--- src/rtl/svm_pkg.sv ---
// Package with opcodes, status codes and shared types of the stack machine execute unit.
package svm_pkg;

    localparam int unsigned MemWordsDefault     = 4096;
    localparam int unsigned CodeAddrWidthDefault = 16;

    // Opcodes in mnemonic-table order.
    localparam logic [7:0] OP_LEA  = 8'd0;
    localparam logic [7:0] OP_IMM  = 8'd1;
    localparam logic [7:0] OP_JMP  = 8'd3;
    localparam logic [7:0] OP_CALL = 8'd4;
    localparam logic [7:0] OP_JZ   = 8'd5;
    localparam logic [7:0] OP_JNZ  = 8'd6;
    localparam logic [7:0] OP_ENT  = 8'd7;
    localparam logic [7:0] OP_ADJ  = 8'd8;
    localparam logic [7:0] OP_LEV  = 8'd9;
    localparam logic [7:0] OP_LI   = 8'd12;
    localparam logic [7:0] OP_LC   = 8'd13;
    localparam logic [7:0] OP_SI   = 8'd16;
    localparam logic [7:0] OP_SC   = 8'd17;
    localparam logic [7:0] OP_PUSH = 8'd21;
    localparam logic [7:0] OP_OR   = 8'd22;
    localparam logic [7:0] OP_XOR  = 8'd23;
    localparam logic [7:0] OP_AND  = 8'd24;
    localparam logic [7:0] OP_EQ   = 8'd26;
    localparam logic [7:0] OP_NE   = 8'd28;
    localparam logic [7:0] OP_LT   = 8'd30;
    localparam logic [7:0] OP_GT   = 8'd32;
    localparam logic [7:0] OP_LE   = 8'd34;
    localparam logic [7:0] OP_GE   = 8'd36;
    localparam logic [7:0] OP_SHL  = 8'd37;
    localparam logic [7:0] OP_SHR  = 8'd38;
    localparam logic [7:0] OP_ADD  = 8'd40;
    localparam logic [7:0] OP_SUB  = 8'd41;
    localparam logic [7:0] OP_MUL  = 8'd43;
    localparam logic [7:0] OP_DIV  = 8'd45;
    localparam logic [7:0] OP_MOD  = 8'd46;
    localparam logic [7:0] OP_NOP  = 8'd47;
    localparam logic [7:0] OP_EXIT = 8'd55;

    // Status codes.
    localparam logic [1:0] ST_RUN    = 2'd0;
    localparam logic [1:0] ST_EXIT   = 2'd1;
    localparam logic [1:0] ST_DIVZ   = 2'd2;
    localparam logic [1:0] ST_UNSUPP = 2'd3;

    // Operation selects of the shared ALU.
    typedef enum logic [3:0] {
        ALU_OR, ALU_XOR, ALU_AND, ALU_EQ, ALU_NE, ALU_LT, ALU_GT, ALU_LE, ALU_GE,
        ALU_SHL, ALU_SHR, ALU_ADD, ALU_SUB, ALU_MUL
    } t_alu_op;

    // Control and status between sequencer and divider.
    typedef struct packed {
        logic start;
        logic want_rem;
    } t_div_ctl;

    typedef struct packed {
        logic busy;
        logic done;
    } t_div_sts;

endpackage

--- src/rtl/svm_alu.sv ---
// Shared arithmetic, logic, compare and shift unit with a registered result.
module svm_alu import svm_pkg::*; (
    input  logic        i_clk,
    input  t_alu_op     i_op,
    input  logic [31:0] i_left,
    input  logic [31:0] i_right,
    output logic [31:0] o_result
);

    logic [31:0] n_result;
    logic        w_lt;
    logic [4:0]  w_sh;

    assign w_lt = $signed(i_left) < $signed(i_right);
    assign w_sh = i_right[4:0];

    // Combinational operation select.
    always_comb begin
        case (i_op)
            ALU_OR:  n_result = i_left | i_right;
            ALU_XOR: n_result = i_left ^ i_right;
            ALU_AND: n_result = i_left & i_right;
            ALU_EQ:  n_result = {31'd0, i_left == i_right};
            ALU_NE:  n_result = {31'd0, i_left != i_right};
            ALU_LT:  n_result = {31'd0, w_lt};
            ALU_GT:  n_result = {31'd0, !w_lt && (i_left != i_right)};
            ALU_LE:  n_result = {31'd0, w_lt || (i_left == i_right)};
            ALU_GE:  n_result = {31'd0, !w_lt};
            ALU_SHL: n_result = i_left << w_sh;
            ALU_SHR: n_result = 32'($signed(i_left) >>> w_sh);
            ALU_ADD: n_result = i_left + i_right;
            ALU_SUB: n_result = i_left - i_right;
            ALU_MUL: n_result = 32'(i_left * i_right);
            default: n_result = '0;
        endcase
    end

    always_ff @(posedge i_clk) begin
        o_result <= n_result;
    end

endmodule

--- config.mk ---
export PLATFORM = sky130hd
export DESIGN_NAME = svm_alu
export DESIGN_NICKNAME = d
export VERILOG_FILES = /design/src/rtl/svm_pkg.sv /design/src/rtl/svm_alu.sv
export SDC_FILE = /design/constraint.sdc
export NUM_CORES = 2
export LEC_CHECK = 0
export ABC_CLOCK_PERIOD_IN_PS = 8850
export BUFFER_PORTS_ARGS = -buffer_cell sky130_fd_sc_hd__buf_2
export CORE_ASPECT_RATIO = 1.75
export CORE_MARGIN = 4
export CORE_UTILIZATION = 60
export DETAILED_ROUTE_END_ITERATION = 7
export GPL_TIMING_DRIVEN = 0
export PLACE_DENSITY = 0.81
export SYNTH_ARGS = -nofsm -noshare
export SYNTH_HDL_FRONTEND = slang
export SYNTH_SLANG_ARGS = --single-unit
--- constraint.sdc ---
create_clock -name i_clk -period 8.85 [get_ports i_clk]
set_input_delay 1.3275 -clock i_clk [delete_from_list [all_inputs] [get_ports i_clk]]
set_output_delay 1.3275 -clock i_clk [all_outputs]
set_load 0.01 [all_outputs]
==> results of run 1 <==
## cell usage after synthesis (all sizes together), types with 15 or more instances
library cell	count
nand3	16
nand2	318
o21a	15
a22oi	29
buf	56
o22ai	21
fa	410
a21oi	106
mux4	65
a21o	25
ha	220
a221oi	21
o211ai	25
nor2	472
o21ai	124
mux2i	45
clkbuf	131
inv	472
dfxtp	32
a211oi	29
xnor2	64
o221ai	15
nor3	43
xor2	18
## metal layers
metal	global-route usage	overflow
met1	0.630	0
met2	0.880	7
met3	0.345	0
met4	0.694	8
met5	0.0432	0
## stage by stage
stage                     instance area (sq um)  hold WS (ns)  cells  setup TNS [ns]  utilization
after floorplan                           24200          1.63   2976               0            -
after global placement                    25300          1.72   3570          -29.96        0.634
after detailed placement                  25300          1.72   3570          -32.81        0.634
after CTS                                 25900          1.53   3563               0        0.648
## logic make-up after synthesis
family,Yosys count,synth area share
xor+xnor,82,0.0297
flops,32,0.0265
compound gates,519,0.145
fa+ha+maj,630,0.453
simple gates,929,0.159
buf+inv,671,0.106
mux,113,0.0806
## repair_timing
item / CTS
pin swaps: 4
gates cloned: 0
gates resized for setup: 156
buffers inserted: 9
endpoints found under the setup margin: 21
==> summary.md, run 1 <==
| Metric | Value |
|---|---|
| Number of flops mapped to enable cells by yosys | 0 |
| Global route overflow | 15 |
| Last stage | global routing (5_1_grt) |
| Post-synth top flop | dfxtp_1 |
| Status | stopped before the end |
| Fraction of registers with async set/reset | 0 |
| Syn_area_per_cell | 8.12 sq um |
| Area of the mapped netlist | 0.0242 sq mm |
| Synth warnings | 0 |
| HPWL Detailed | 104 mm |
| Largest net degree at the start of global routing | 21 |
| CTS H-tree lvls | 2 |
| Halt Reason | [ERROR GRT-0116] Global routing finished with congestion. Check the congestion regions in the DRC Viewer. |
| Yosys cell types | 94 |
| Io pins | 101 |
| Pre-CTS setup slack | -2.53 ns |
| Vias in the first global route | 28900 |
| Share of Yosys cell area claimed by the top area cell type | 0.339 |
| CTS buffer count | 5 |
| First-pass GRT wire length | 201 mm |
| CTS Root Cell | clkbuf_16 |
| Mapped Cells | 2976 |
| Routability Congestion | 1.18 |
| Die Wd | 160 um |
| Post-synthesis sequential area ratio | 0.0265 |
| Post-CTS Hold Buffers | 0 |
| Initial core utilization | 0.606 |
| Largest cells by area after synthesis | fa_1 (34%), ha_1 (11%), nor2_1 (7.3%) |
| # port buffers | 99 |
| Clk buf depth | 2 |
| Core Rows | 97 |
| Die H | 274 um |
| Clock Sinks | 32 |
| Largest area contributor in the netlist | fa_1 |
| Syn nets | 3675 |
| GRT Resource Usage Total | 0.633 |
| Synth Register Bits | 32 |
==> run 2, diff against run 1 <==
==> config.mk (replaced) <==
export PLATFORM = sky130hd
export DESIGN_NAME = svm_alu
export DESIGN_NICKNAME = d
export VERILOG_FILES = /design/src/rtl/svm_pkg.sv /design/src/rtl/svm_alu.sv
export SDC_FILE = /design/constraint.sdc
export NUM_CORES = 2
export LEC_CHECK = 0
export ABC_CLOCK_PERIOD_IN_PS = 11500
export BUFFER_PORTS_ARGS = -buffer_cell sky130_fd_sc_hd__buf_2
export CORE_MARGIN = 4
export CORE_UTILIZATION = 40
export DETAILED_ROUTE_END_ITERATION = 7
export GPL_TIMING_DRIVEN = 0
export PLACE_DENSITY_LB_ADDON = 0.15
export SYNTH_ARGS = -nofsm -noshare
export SYNTH_HDL_FRONTEND = slang
export SYNTH_SLANG_ARGS = --single-unit
==> constraint.sdc (replaced) <==
create_clock -name i_clk -period 11.5 [get_ports i_clk]
set_input_delay 1.725 -clock i_clk [delete_from_list [all_inputs] [get_ports i_clk]]
set_output_delay 1.725 -clock i_clk [all_outputs]
set_load 0.01 [all_outputs]
==> run 2 against run 1 <==
  * The flow now finishes without violations
  * Synthesized cell count stayed put
  * Synthesized area stayed put
==> summary.md, run 2 <==
| Metric | Value |
|---|---|
| # port buffers | 99 (unchanged) |
| Number of flops mapped to enable cells by yosys | 0 (unchanged) |
| Fraction of registers with async set/reset | 0 (unchanged) |
| Layout cell share with drive strength beyond 1 | 0.0782 |
| Synth Area in Simple Gates | 0.159 (unchanged) |
| CTS H-tree lvls | 2 (unchanged) |
| Die Wd | 254 um (+59%) |
| Most frequent cells in the layout | nor2_1 (471), inv_1 (465), fa_1 (410), nand2_1 (318), ha_1 (220) |
| Setup-failing EPs final | 0 |
| CP required | 11.63 ns |
| Most common cell after layout, fill and taps aside | nor2_1 |
| Hold EP | o_result[0]$_DFF_P_ |
| Vias per cell | 6.38 |
| Final hold violation count | 0 |
| CP Launch Point | i_left[10] |
| CTS buffer count | 5 (unchanged) |
| Initial core utilization | 0.407 (-0.199) |
| Die H | 254 um (-7.2%) |
| Rel. slew slack | 0.0776 |
| Largest Register | o_result |
| Largest area contributor in the netlist | fa_1 |
| Core Rows | 89 (-8.2%) |
| Largest registers | o_result: 32 flops |
| Post-synth top cells | nor2_1 (471), inv_1 (465), fa_1 (410), nand2_1 (318), ha_1 (220) |
| Setup crit end kind | flip-flop |
| Arr. time, crit path | 11.58 ns |
| Antenna violations before repair | 5 |
| Post-synthesis sequential area ratio | 0.0265 (unchanged) |
| Share of Yosys cell area claimed by the top area cell type | 0.339 (unchanged) |
| Most frequent cell after synthesis | nor2_1 |
| DRT iter0 DRCs | 3449 |
| CTS clk-pin slew, worst paths | 0.06 ns |
| Final core utilization | 0.434 |
| Critical path class | input port to flip-flop |
| Final Routed Wirelength | 135 mm |
| Largest cells by area after synthesis | fa_1 (34%), ha_1 (11%), nor2_1 (7.3%) |
| Io pins | 101 (unchanged) |
| Fin crit period | 11.46 ns |
| First-pass GRT wire length | 187 mm |
| Global route overflow | 0 |
| Post-synthesis mux area share | 0.0806 (unchanged) |
| Final Net Count | 3781 |
| Largest family of logic cells by synthesized area | adder cells |
| Router iterations before antenna repair | 7 |
| Worst hold stages | 4 |
| Die area | 0.0644 sq mm |
| Vias in the first global route | 24500 |
| Syn nets | 3675 (unchanged) |
| Yosys cell types | 94 (unchanged) |
| Largest net degree at the start of global routing | 12 |
| Synth Area in Adders | 0.453 (unchanged) |
| Routability Congestion | 1.06 (-10%) |
| CTS tree | done |
| Synth Register Bits | 32 (unchanged) |
| Critical path fanouts, max | 10 |
| CTS Root Cell | clkbuf_16 |
| Clock Sinks | 32 (unchanged) |
| Slew @ Worst Pin | 1.38 ns |
| HPWL Detailed | 112 mm (+7.1%) |
| XOR/XNOR Fraction of Synth Area | 0.0297 (unchanged) |
| Layout area overhead | 6.85% |
| Wire length per cell | 34.9 um |
| Slew Limit Fails | 0 |
| Synth warnings | 0 (unchanged) |
| Mapped Cells | 2976 (unchanged) |
| Worst setup SP type | input port |
| Final period util | 0.996 |
| Final antenna-violating net count | 0 |
| Via count | 24600 |
| Clk buf depth | 2 (unchanged) |
| RSZ-0062 raised after global routing | false |
| Largest register FFs | 32 |
| Max_cap viols | 0 |
| Hold Startpoint | i_op[2] |
| Post-synth top flop | dfxtp_1 |
| Maximum clock rate | 87.3 MHz |
| DRC | 0 |
| Compound-gate portion of the synthesized area | 0.145 (unchanged) |
| GRT Resource Usage Total | 0.414 |
| Hold WC Path Type | input port to flip-flop |
| Status | finished clean |
| Core area | 0.0595 sq mm |
| Syn_area_per_cell | 8.12 sq um (unchanged) |
| Area of the mapped netlist | 0.0242 sq mm (unchanged) |
run 2: cell counts after synthesis:
Identical to the previous run, type by type.
run 2: stage by stage:
step	std cells	instance area, sq um	hold slack, ns	setup WS [ns]	TNS [ns]
after floorplan	2976	24200	2.03	2.08	0
after global placement	3848	25600	2.12	-0.919	-3.54
after detailed placement	3848	25600	2.12	-0.905	-3.34
after CTS	3858	25800	1.98	0.00212	0
after global routing	3856	25800	2.01	0.00606	0
final	3860	25800	2.00	0.0441	0
run 2: final cells by class:
class                      count  area [sq um]
inverter                     484          1820
fill                        6165         33600
clock inverter                 3          42.5
timing repair buffer         101           510
sequential                    32           641
multi-input combinational   2273         21000
tap                          773           967
antenna                        4          10.0
buffer                       185           742
clock buffer                   5           125
run 2: critical path, cell delays in order:
cell	delay [ns]
buf_2	0.37
clkbuf_1	1.03
inv_1	0.49
buf_1	0.52
nor2_1	0.24
fa_1	0.47
fa_1	0.47
fa_1	0.57
inv_1	0.06
fa_1	0.48
inv_1	0.06
fa_1	0.49
inv_1	0.05
fa_1	0.53
inv_1	0.05
fa_1	0.38
fa_1	0.66
ha_1	0.37
a21o_1	0.21
a21o_1	0.17
a32o_1	0.19
nor3_1	0.15
o21ai_1	0.18
a311o_1	0.51
a41oi_1	0.32
mux2i_1	0.59
o211ai_1	0.20
run 2: logic make-up after synthesis:
group                    Yosys count
AND/OR/NAND/NOR                  929
buffers and inverters            671
adder cells (fa/ha/maj)          630
AO/OA/AOI/OAI                    519
multiplexers                     113
XOR/XNOR                          82
flip-flops                        32
run 2: how the worst max path moves through the flow:
stage | to | cells after the start | slack, ns
floorplan | o_result[30]$_DFF_P_ | 28 | 2.08
global placement | o_result[31]$_DFF_P_ | 26 | -0.92
detailed placement | o_result[31]$_DFF_P_ | 26 | -0.91
CTS | o_result[30]$_DFF_P_ | 29 | 0.002
global route | o_result[30]$_DFF_P_ | 27 | 0.006
finish | o_result[30]$_DFF_P_ | 27 | 0.04
run 2: per-layer routing:
metal  track usage  vias to the layer above  part of all wire
li1              -                     9911                 -
met1         0.564                    12500              0.40
met2         0.592                     1838              0.41
met3         0.139                      392              0.13
met4         0.193                        4             0.061
met5        0.0241                        -            0.0015
run 2: timing repair:
item | in CTS | in global routing
resized for setup | 3 | 8
hold buffers | 0 | 0
pin swaps | 1 | 0
buffers inserted | 2 | 0
setup endpoints to repair | 5 | 5
Power of run 2 is not shown: default switching activity piles up to over one toggle a cycle in this logic, so the estimate is an artifact.
