$ cat config.mk
export PLATFORM = sky130hd
export DESIGN_NAME = svm_div
export DESIGN_NICKNAME = d
export VERILOG_FILES = /design/src/rtl/svm_pkg.sv /design/src/rtl/svm_div.sv
export SDC_FILE = /design/constraint.sdc
export NUM_CORES = 1
export LEC_CHECK = 0
export BUFFER_PORTS_ARGS = -buffer_cell sky130_fd_sc_hd__buf_2
export CORE_UTILIZATION = 55
export DETAILED_ROUTE_END_ITERATION = 7
export PLACE_DENSITY_LB_ADDON = 0.3
export SYNTH_ARGS = -nofsm -noshare
export SYNTH_HDL_FRONTEND = slang
export SYNTH_SLANG_ARGS = --single-unit
$ cat constraint.sdc
create_clock -name i_clk -period 4.7 [get_ports i_clk]
set_clock_uncertainty 0.05 [all_clocks]
set_input_delay 0.94 -clock i_clk [delete_from_list [all_inputs] [get_ports i_clk]]
set_output_delay 0.94 -clock i_clk [all_outputs]
set_load 0.02 [all_outputs]
$ cat src/rtl/svm_pkg.sv
// Package with opcodes, status codes and shared types of the stack machine execute unit.
package svm_pkg;

    localparam int unsigned MemWordsDefault     = 4096;
    localparam int unsigned CodeAddrWidthDefault = 16;

    // Opcodes in mnemonic-table order.
    localparam logic [7:0] OP_LEA  = 8'd0;
    localparam logic [7:0] OP_IMM  = 8'd1;
    localparam logic [7:0] OP_JMP  = 8'd3;
    localparam logic [7:0] OP_CALL = 8'd4;
    localparam logic [7:0] OP_JZ   = 8'd5;
    localparam logic [7:0] OP_JNZ  = 8'd6;
    localparam logic [7:0] OP_ENT  = 8'd7;
    localparam logic [7:0] OP_ADJ  = 8'd8;
    localparam logic [7:0] OP_LEV  = 8'd9;
    localparam logic [7:0] OP_LI   = 8'd12;
    localparam logic [7:0] OP_LC   = 8'd13;
    localparam logic [7:0] OP_SI   = 8'd16;
    localparam logic [7:0] OP_SC   = 8'd17;
    localparam logic [7:0] OP_PUSH = 8'd21;
    localparam logic [7:0] OP_OR   = 8'd22;
    localparam logic [7:0] OP_XOR  = 8'd23;
    localparam logic [7:0] OP_AND  = 8'd24;
    localparam logic [7:0] OP_EQ   = 8'd26;
    localparam logic [7:0] OP_NE   = 8'd28;
    localparam logic [7:0] OP_LT   = 8'd30;
    localparam logic [7:0] OP_GT   = 8'd32;
    localparam logic [7:0] OP_LE   = 8'd34;
    localparam logic [7:0] OP_GE   = 8'd36;
    localparam logic [7:0] OP_SHL  = 8'd37;
    localparam logic [7:0] OP_SHR  = 8'd38;
    localparam logic [7:0] OP_ADD  = 8'd40;
    localparam logic [7:0] OP_SUB  = 8'd41;
    localparam logic [7:0] OP_MUL  = 8'd43;
    localparam logic [7:0] OP_DIV  = 8'd45;
    localparam logic [7:0] OP_MOD  = 8'd46;
    localparam logic [7:0] OP_NOP  = 8'd47;
    localparam logic [7:0] OP_EXIT = 8'd55;

    // Status codes.
    localparam logic [1:0] ST_RUN    = 2'd0;
    localparam logic [1:0] ST_EXIT   = 2'd1;
    localparam logic [1:0] ST_DIVZ   = 2'd2;
    localparam logic [1:0] ST_UNSUPP = 2'd3;

    // Operation selects of the shared ALU.
    typedef enum logic [3:0] {
        ALU_OR, ALU_XOR, ALU_AND, ALU_EQ, ALU_NE, ALU_LT, ALU_GT, ALU_LE, ALU_GE,
        ALU_SHL, ALU_SHR, ALU_ADD, ALU_SUB, ALU_MUL
    } t_alu_op;

    // Control and status between sequencer and divider.
    typedef struct packed {
        logic start;
        logic want_rem;
    } t_div_ctl;

    typedef struct packed {
        logic busy;
        logic done;
    } t_div_sts;

endpackage

$ cat src/rtl/svm_div.sv
// Radix-2 restoring signed divider, one quotient bit per cycle.
module svm_div import svm_pkg::*; (
    input  logic        i_clk,
    input  logic        i_rst_n,
    input  t_div_ctl    i_ctl,
    input  logic [31:0] i_dividend,
    input  logic [31:0] i_divisor,
    output t_div_sts    o_sts,
    output logic [31:0] o_result
);

    logic [5:0]  r_cnt, n_cnt;
    logic        r_busy, n_busy;
    logic        r_done, n_done;
    logic [31:0] r_quo, n_quo;
    logic [32:0] r_rem, n_rem;
    logic [31:0] r_dvs, n_dvs;
    logic        r_negq, n_negq;
    logic        r_negr, n_negr;
    logic        r_want_rem, n_want_rem;
    logic [31:0] r_res, n_res;
    logic [32:0] w_trial;
    logic [32:0] w_shift;

    assign w_shift = {r_rem[31:0], r_quo[31]};
    assign w_trial = w_shift - {1'b0, r_dvs};

    // Magnitude setup on start, one bit per cycle while busy.
    always_comb begin
        n_cnt = r_cnt; n_busy = r_busy; n_done = 1'b0; n_quo = r_quo;
        n_rem = r_rem; n_dvs = r_dvs; n_negq = r_negq; n_negr = r_negr;
        n_want_rem = r_want_rem; n_res = r_res;
        if (i_ctl.start) begin
            n_busy = 1'b1;
            n_cnt = 6'd32;
            n_quo = i_dividend[31] ? 32'(-i_dividend) : i_dividend;
            n_dvs = i_divisor[31] ? 32'(-i_divisor) : i_divisor;
            n_rem = '0;
            n_negq = i_dividend[31] ^ i_divisor[31];
            n_negr = i_dividend[31];
            n_want_rem = i_ctl.want_rem;
        end else if (r_busy) begin
            if (!w_trial[32]) begin
                n_rem = w_trial;
                n_quo = {r_quo[30:0], 1'b1};
            end else begin
                n_rem = w_shift;
                n_quo = {r_quo[30:0], 1'b0};
            end
            n_cnt = r_cnt - 6'd1;
            if (r_cnt == 6'd1) begin
                n_busy = 1'b0;
                n_done = 1'b1;
                if (r_want_rem) begin
                    n_res = r_negr ? 32'(-n_rem[31:0]) : n_rem[31:0];
                end else begin
                    n_res = r_negq ? 32'(-n_quo) : n_quo;
                end
            end
        end
    end

    always_ff @(posedge i_clk) begin
        if (!i_rst_n) begin
            r_busy <= 1'b0;
            r_done <= 1'b0;
            r_cnt  <= '0;
        end else begin
            r_busy <= n_busy;
            r_done <= n_done;
            r_cnt  <= n_cnt;
        end
        r_quo <= n_quo; r_rem <= n_rem; r_dvs <= n_dvs;
        r_negq <= n_negq; r_negr <= n_negr; r_want_rem <= n_want_rem; r_res <= n_res;
    end

    assign o_sts.busy = r_busy;
    assign o_sts.done = r_done;
    assign o_result   = r_res;

    // The divider is never restarted while busy, and done follows the last step.
    a_no_restart: assert property (@(posedge i_clk) disable iff (!i_rst_n)
        r_busy |-> !i_ctl.start) else $error("divider restarted while busy");
    a_done_after_busy: assert property (@(posedge i_clk) disable iff (!i_rst_n)
        r_done |-> $past(r_busy)) else $error("divider done without work");
    a_count_zero_idle: assert property (@(posedge i_clk) disable iff (!i_rst_n)
        (!r_busy && !i_ctl.start) |=> !r_busy) else $error("divider busy without start");

endmodule

Word-level counts from Yosys, hierarchy flattened

Index checks and enable logic that the tools add are counted.

Input port bits: 68
Memory bits (writable): 0
Output and inout port bits: 34
Flip-flop bits (word level): 139
ROM bits: 0
Latch bits: 0
Memories kept: 0
Logic and storage cells: 46

$add $sub $neg: 6
Multiplexer cells: 19
Equality and inequality tests: 1
Reductions and logical operators: 4
$lt $le $gt $ge: 0
Shift operators: 0
Multiply operators: 0
Bitwise logic cells: 4
Divide/modulo/power cells: 0

Operators by type and width:

| cell                                                               | count |
|---|---|
| 32-bit two-way mux                                                 | 11 |
| 32-bit negator                                                     | 4 |
| 33-bit by 32-bit subtractor with 33-bit output                     | 1 |
| 31-bit two-way mux                                                 | 1 |
| 6-bit two-way mux                                                  | 2 |
| 6-bit by 1-bit == test with 1-bit output, second input constant    | 1 |
| 6-bit by 1-bit subtractor with 6-bit output, second input constant | 1 |
| 1-bit two-way mux                                                  | 5 |
| 1-bit NOT                                                          | 3 |
| 3-bit AND reduction                                                | 1 |
| 3-bit OR reduction                                                 | 1 |
| 2-bit nonzero test                                                 | 1 |
| 2-bit OR reduction                                                 | 1 |
| 1-bit XOR                                                          | 1 |

Logic depth before layout (Yosys ltp)

Depth in word-level cells: 7
Depth in mapped cells: 22
Depth with buffers taken out: 19

Worst setup path after synthesis

No wires, ideal clock.

Path type: register to register
Start point: register r_quo[31]
End point: register r_res[28], in the netlist o_result[28], data pin
Stages on the path, launching flop included: 23
Data required time: 4.476 ns
Path buffers: 3
Setup time: 0.174 ns
Arrival time: 4.899 ns
Slack: -0.423 ns
Period minus slack after synthesis: 5.123 ns
Path through: edfxtp_1 -> inv_1 -> ha_1 -> fa_1 -> nand2b_1 -> a21oi_1 -> o211ai_1 -> a21oi_1 -> o21a_1 -> nor2_4 -> inv_2 -> buf_2 -> buf_1 -> buf_1 -> ha_1 -> nand2b_1 -> or4_4 -> or2_1 -> or4_4 -> o31ai_2 -> xnor2_1 -> nor2_1 -> a311oi_1

Longest elaborated chain between the ends: 7
Elaborated cells between the ends (all ways): 12
Those cells by class: add/sub (3); mux (9)

Ends and longest elaborated chain:

| element                                                 | line                         | source |
|---|---|---|
| from (decl)                                             | svm_div.sv:15                | `logic [31:0] r_quo, n_quo;` |
| from (signal assigned)                                  | svm_div.sv:73                | `r_quo <= n_quo; r_rem <= n_rem; r_dvs <= n_dvs;` |
| 33-bit by 32-bit subtractor with 33-bit output          | svm_div.sv:26                | `assign w_trial = w_shift - {1'b0, r_dvs};` |
| 1-bit two-way mux or 32-bit two-way mux (tied branches) | svm_div.sv:43                | `if (!w_trial[32]) begin` |
| 32-bit two-way mux                                      | svm_div.sv:42                | `end else if (r_busy) begin` |
| 32-bit two-way mux                                      | svm_div.sv:33                | `if (i_ctl.start) begin` |
| 32-bit negator, on equally long branches                | svm_div.sv:57, svm_div.sv:55 |  |
| 32-bit two-way mux, on equally long branches            | svm_div.sv:57, svm_div.sv:55 |  |
| 32-bit two-way mux (*)                                  | svm_div.sv:54                | `if (r_want_rem) begin` |
| to (signal assigned)                                    | svm_div.sv:74                | `r_negq <= n_negq; r_negr <= n_negr; r_want_rem <= n_want_rem; r_res <= n_res;` |
| to (decl)                                               | svm_div.sv:21                | `logic [31:0] r_res, n_res;` |

Mark *: on every way between the ends. The rest lies on a longest branch, timed or not. The select of a mux whose other input is x is not followed.
A chain may end at the register's enable or synchronous reset.

Final worst setup path

Start point: register r_quo[31]
End point: register r_res[26], in the netlist o_result[26], data pin

The elaborated chain is that of the path after synthesis.

==> impl_metrics.json <==
{
  "outcome": "finished clean",
  "worst_slew_pin_slew_ps": 1060,
  "worstPathCellList": "inv_1 -> ha_1 -> fa_2 -> nand2b_4 -> a21oi_4 -> buf_4 -> o2111a_1 -> or3_1 -> a221oi_1 -> or4b_1 -> o31ai_1 -> nand4_1 -> o41ai_1 -> xnor2_1 -> a21oi_1",
  "cp-end-kind": "flip-flop",
  "drt-initial-drc-count": 835,
  "cts.path.max_buffers": 2,
  "grt_max_degree": 67,
  "hold_start": "r_busy$_SDFF_PN0_",
  "place_congestion": 0.939,
  "wl_per_cell_um": 17.8,
  "timing.fmax_mhz": 225,
  "critical_path_class": "flip-flop to flip-flop",
  "via_per_inst": 6.14,
  "cp.arrival_ps": 4530,
  "relSlewSlack": 0.293,
  "clock-sinks": 139,
  "drv_cap": 0,
  "post-dp-hpwl_um": 20500,
  "grt_pass1_wl_um": 43400,
  "ys.flop_type": "edfxtp_1",
  "cts_tree": "yes",
  "ant_nets": 0,
  "overflow": 0,
  "critPathMaxStageDelay_ps": 540,
  "placed_area_sq_um": 11300,
  "holdCritPathClass": "flip-flop to flip-flop",
  "die_area_sq_um": 19700,
  "worstReg2RegStart": "r_quo[31]$_DFFE_PP_",
  "drc": 0,
  "r2r_slack_ps": 260,
  "synth_edf_count": 99,
  "min_period_ps": 4440,
  "first_global_vias": 8805,
  "die_w_um": 140,
  "worst-path-buf-inv": 2,
  "slew_violations": 0,
  "crit_family": "compound AO/OA/AOI/OAI gates",
  "cts_hold_buf": 0,
  "port_buffers": 101,
  "r2r.worst_path.cells": 15,
  "synth_area_leaders": "edfxtp_1 28%, xnor2_1 7.7%, dfxtp_1 7.6%",
  "setup_tns_ps": 0,
  "grtUsageMet2": 0.491,
  "p_leak_nw": 4.56,
  "synth_most_common_cell": "nor2_1",
  "reg2reg_to": "o_result[26]$_DFFE_PP_",
  "clockRootBuffer": "clkbuf_16",
  "synthArstFlopShare": 0,
  "drive_gt1_frac": 0.149,
  "min_to": "r_done$_SDFF_PP0_",
  "n_antenna_cell": 0,
  "worst_ep_required_time_ps": 4790,
  "met1_usage": 0.354,
  "io_pins": 102,
  "startpoint_type": "flip-flop",
  "via_count": 9492,
  "syn_area_per_cell_sq_um": 8.69,
  "insertion_delay_ps": 430,
  "seq_area_frac_synth": 0.358,
  "ys_ff_latch": 139,
  "htreeDepth": 4,
  "cp_max_fo": 4,
  "synth_common_cells": "141 x nor2_1, 100 x a21oi_1, 99 x edfxtp_1",
  "power.density_nw_per_um2": 378,
  "ys_types": 73,
  "crit_path_top_delay_cell": "or4b_1",
  "antenna_found_initial": 0,
  "start_util": 0.561,
  "setup_viol": 0,
  "stdcell_area_sq_um": 12000,
  "synth_warnings": 0,
  "cts_buffers": 17,
  "synth_nets": 1320,
  "min_period_over_period": 0.945,
  "rows": 50,
  "grt_usage": 0.279,
  "clk_pin_slew_ps": 60,
  "core_sq_um": 18800,
  "drt-total-wl_um": 27400,
  "grt-busiest-layer": "met2",
  "synth_top_area_share": 0.282,
  "met3_usage": 0.0417,
  "synthCells": 1213,
  "hold_depth": 1,
  "die_h_um": 140,
  "nets": 1406,
  "holdWs_ps": 454,
  "final_hold_viol_count": 0,
  "rsz0062_at_grt": "no",
  "netlist_area_sq_um": 10500,
  "yosysTopAreaCell": "edfxtp_1",
  "dr.pass1.iters": 5,
  "synthToLayoutAreaGrowth_pct": 13.5,
  "irDropWorstVdd_mv": 0.350
}
placed cells by master (no fill, tap or decap), types with 17 or more instances in the layout:
cell	Yosys	final
nor2_1	141	141
o21ai_0	68	68
nor3_1	23	22
xor2_1	50	50
ha_1	38	37
a211oi_1	33	33
nand2_1	90	90
dfxtp_1	40	39
inv_1	59	59
xnor2_1	93	93
o31ai_1	37	36
o41ai_1	20	20
or4_1	19	19
clkbuf_16	0	17
buf_4	2	32
a21oi_1	100	98
edfxtp_1	99	99
mux2i_1	32	32
buf_2	9	100
or3_1	22	22
sequential cells by signal, indices dropped and copies added, names as in the netlist:
| name | cells |
|---|---|
| r_rem | 32 |
| r_cnt | 6 |
| r_dvs | 32 |
| r_negq | 1 |
| r_busy | 1 |
| r_want_rem | 1 |
| r_quo | 32 |
| o_result | 32 |
| r_negr | 1 |
| r_done | 1 |
logic make-up (layout without fill, tap and decap cells):
kind of cell,Yosys count,in the layout,share of synthesized area
and+or+nand+nor,388,388,0.180
AOI/OAI and AO/OA,343,343,0.215
xor gates and xnor gates,143,143,0.119
DFF,139,139,0.358
buffers and inverters,126,225,0.0467
adders and majority gates,39,39,0.0470
muxes,35,35,0.0336
final cells by class:
| type | instances | area (sq um) |
|---|---|---|
| timing repair buffer | 133 | 761 |
| fill | 1596 | 6810 |
| inverter | 60 | 225 |
| clock buffer | 21 | 450 |
| multi-input combinational | 948 | 6330 |
| tap | 234 | 293 |
| sequential | 139 | 3770 |
| clock inverter | 11 | 124 |
layer usage:
layer | wire, um | share of wire | vias up
li1 | - | - | 4654
met1 | 12100 | 0.44 | 4535
met2 | 13800 | 0.50 | 267
met3 | 1100 | 0.040 | 36
met4 | 429 | 0.016 | 0
met5 | 0 | 0 | -
how the worst max path moves through the flow:
stage	start	to	slack, ps	cells past startpoint
finish	r_quo[31]$_DFFE_PP_	o_result[26]$_DFFE_PP_	260	15
global route	r_quo[31]$_DFFE_PP_	o_result[28]$_DFFE_PP_	20	19
CTS	r_quo[31]$_DFFE_PP_	o_result[24]$_DFFE_PP_	130	19
detailed placement	r_quo[31]$_DFFE_PP_	o_result[28]$_DFFE_PP_	170	19
global placement	r_quo[31]$_DFFE_PP_	o_result[28]$_DFFE_PP_	280	19
floorplan	r_quo[31]$_DFFE_PP_	o_result[28]$_DFFE_PP_	10	22
metrics by stage:
stage,setup WS [ps],utilization,power [mW],cells
3_3_place_gp,277,0.604,3.13,1512
5_1_grt,20.1,0.637,4.72,1546
3_5_place_dp,166,0.604,3.16,1512
2_1_floorplan,10.4,-,2.71,1213
4_1_cts,125,0.635,4.49,1544
6_report,257,0.637,4.52,1546
report_power, final:
part / switching [mW] / internal [mW] / leakage, nW / total, mW
clock network: 0.545 / 0.793 / 0.265 / 1.34
logic: 0.979 / 0.633 / 3.02 / 1.61
registers: 0.114 / 1.45 / 1.27 / 1.57
total: 1.64 / 2.88 / 4.56 / 4.52
what timing repair did:
action	CTS	global route
gates resized for setup	0	6
buffers inserted	0	2
endpoints found under the setup margin	0	8
Power figures use the tool's default switching activity.
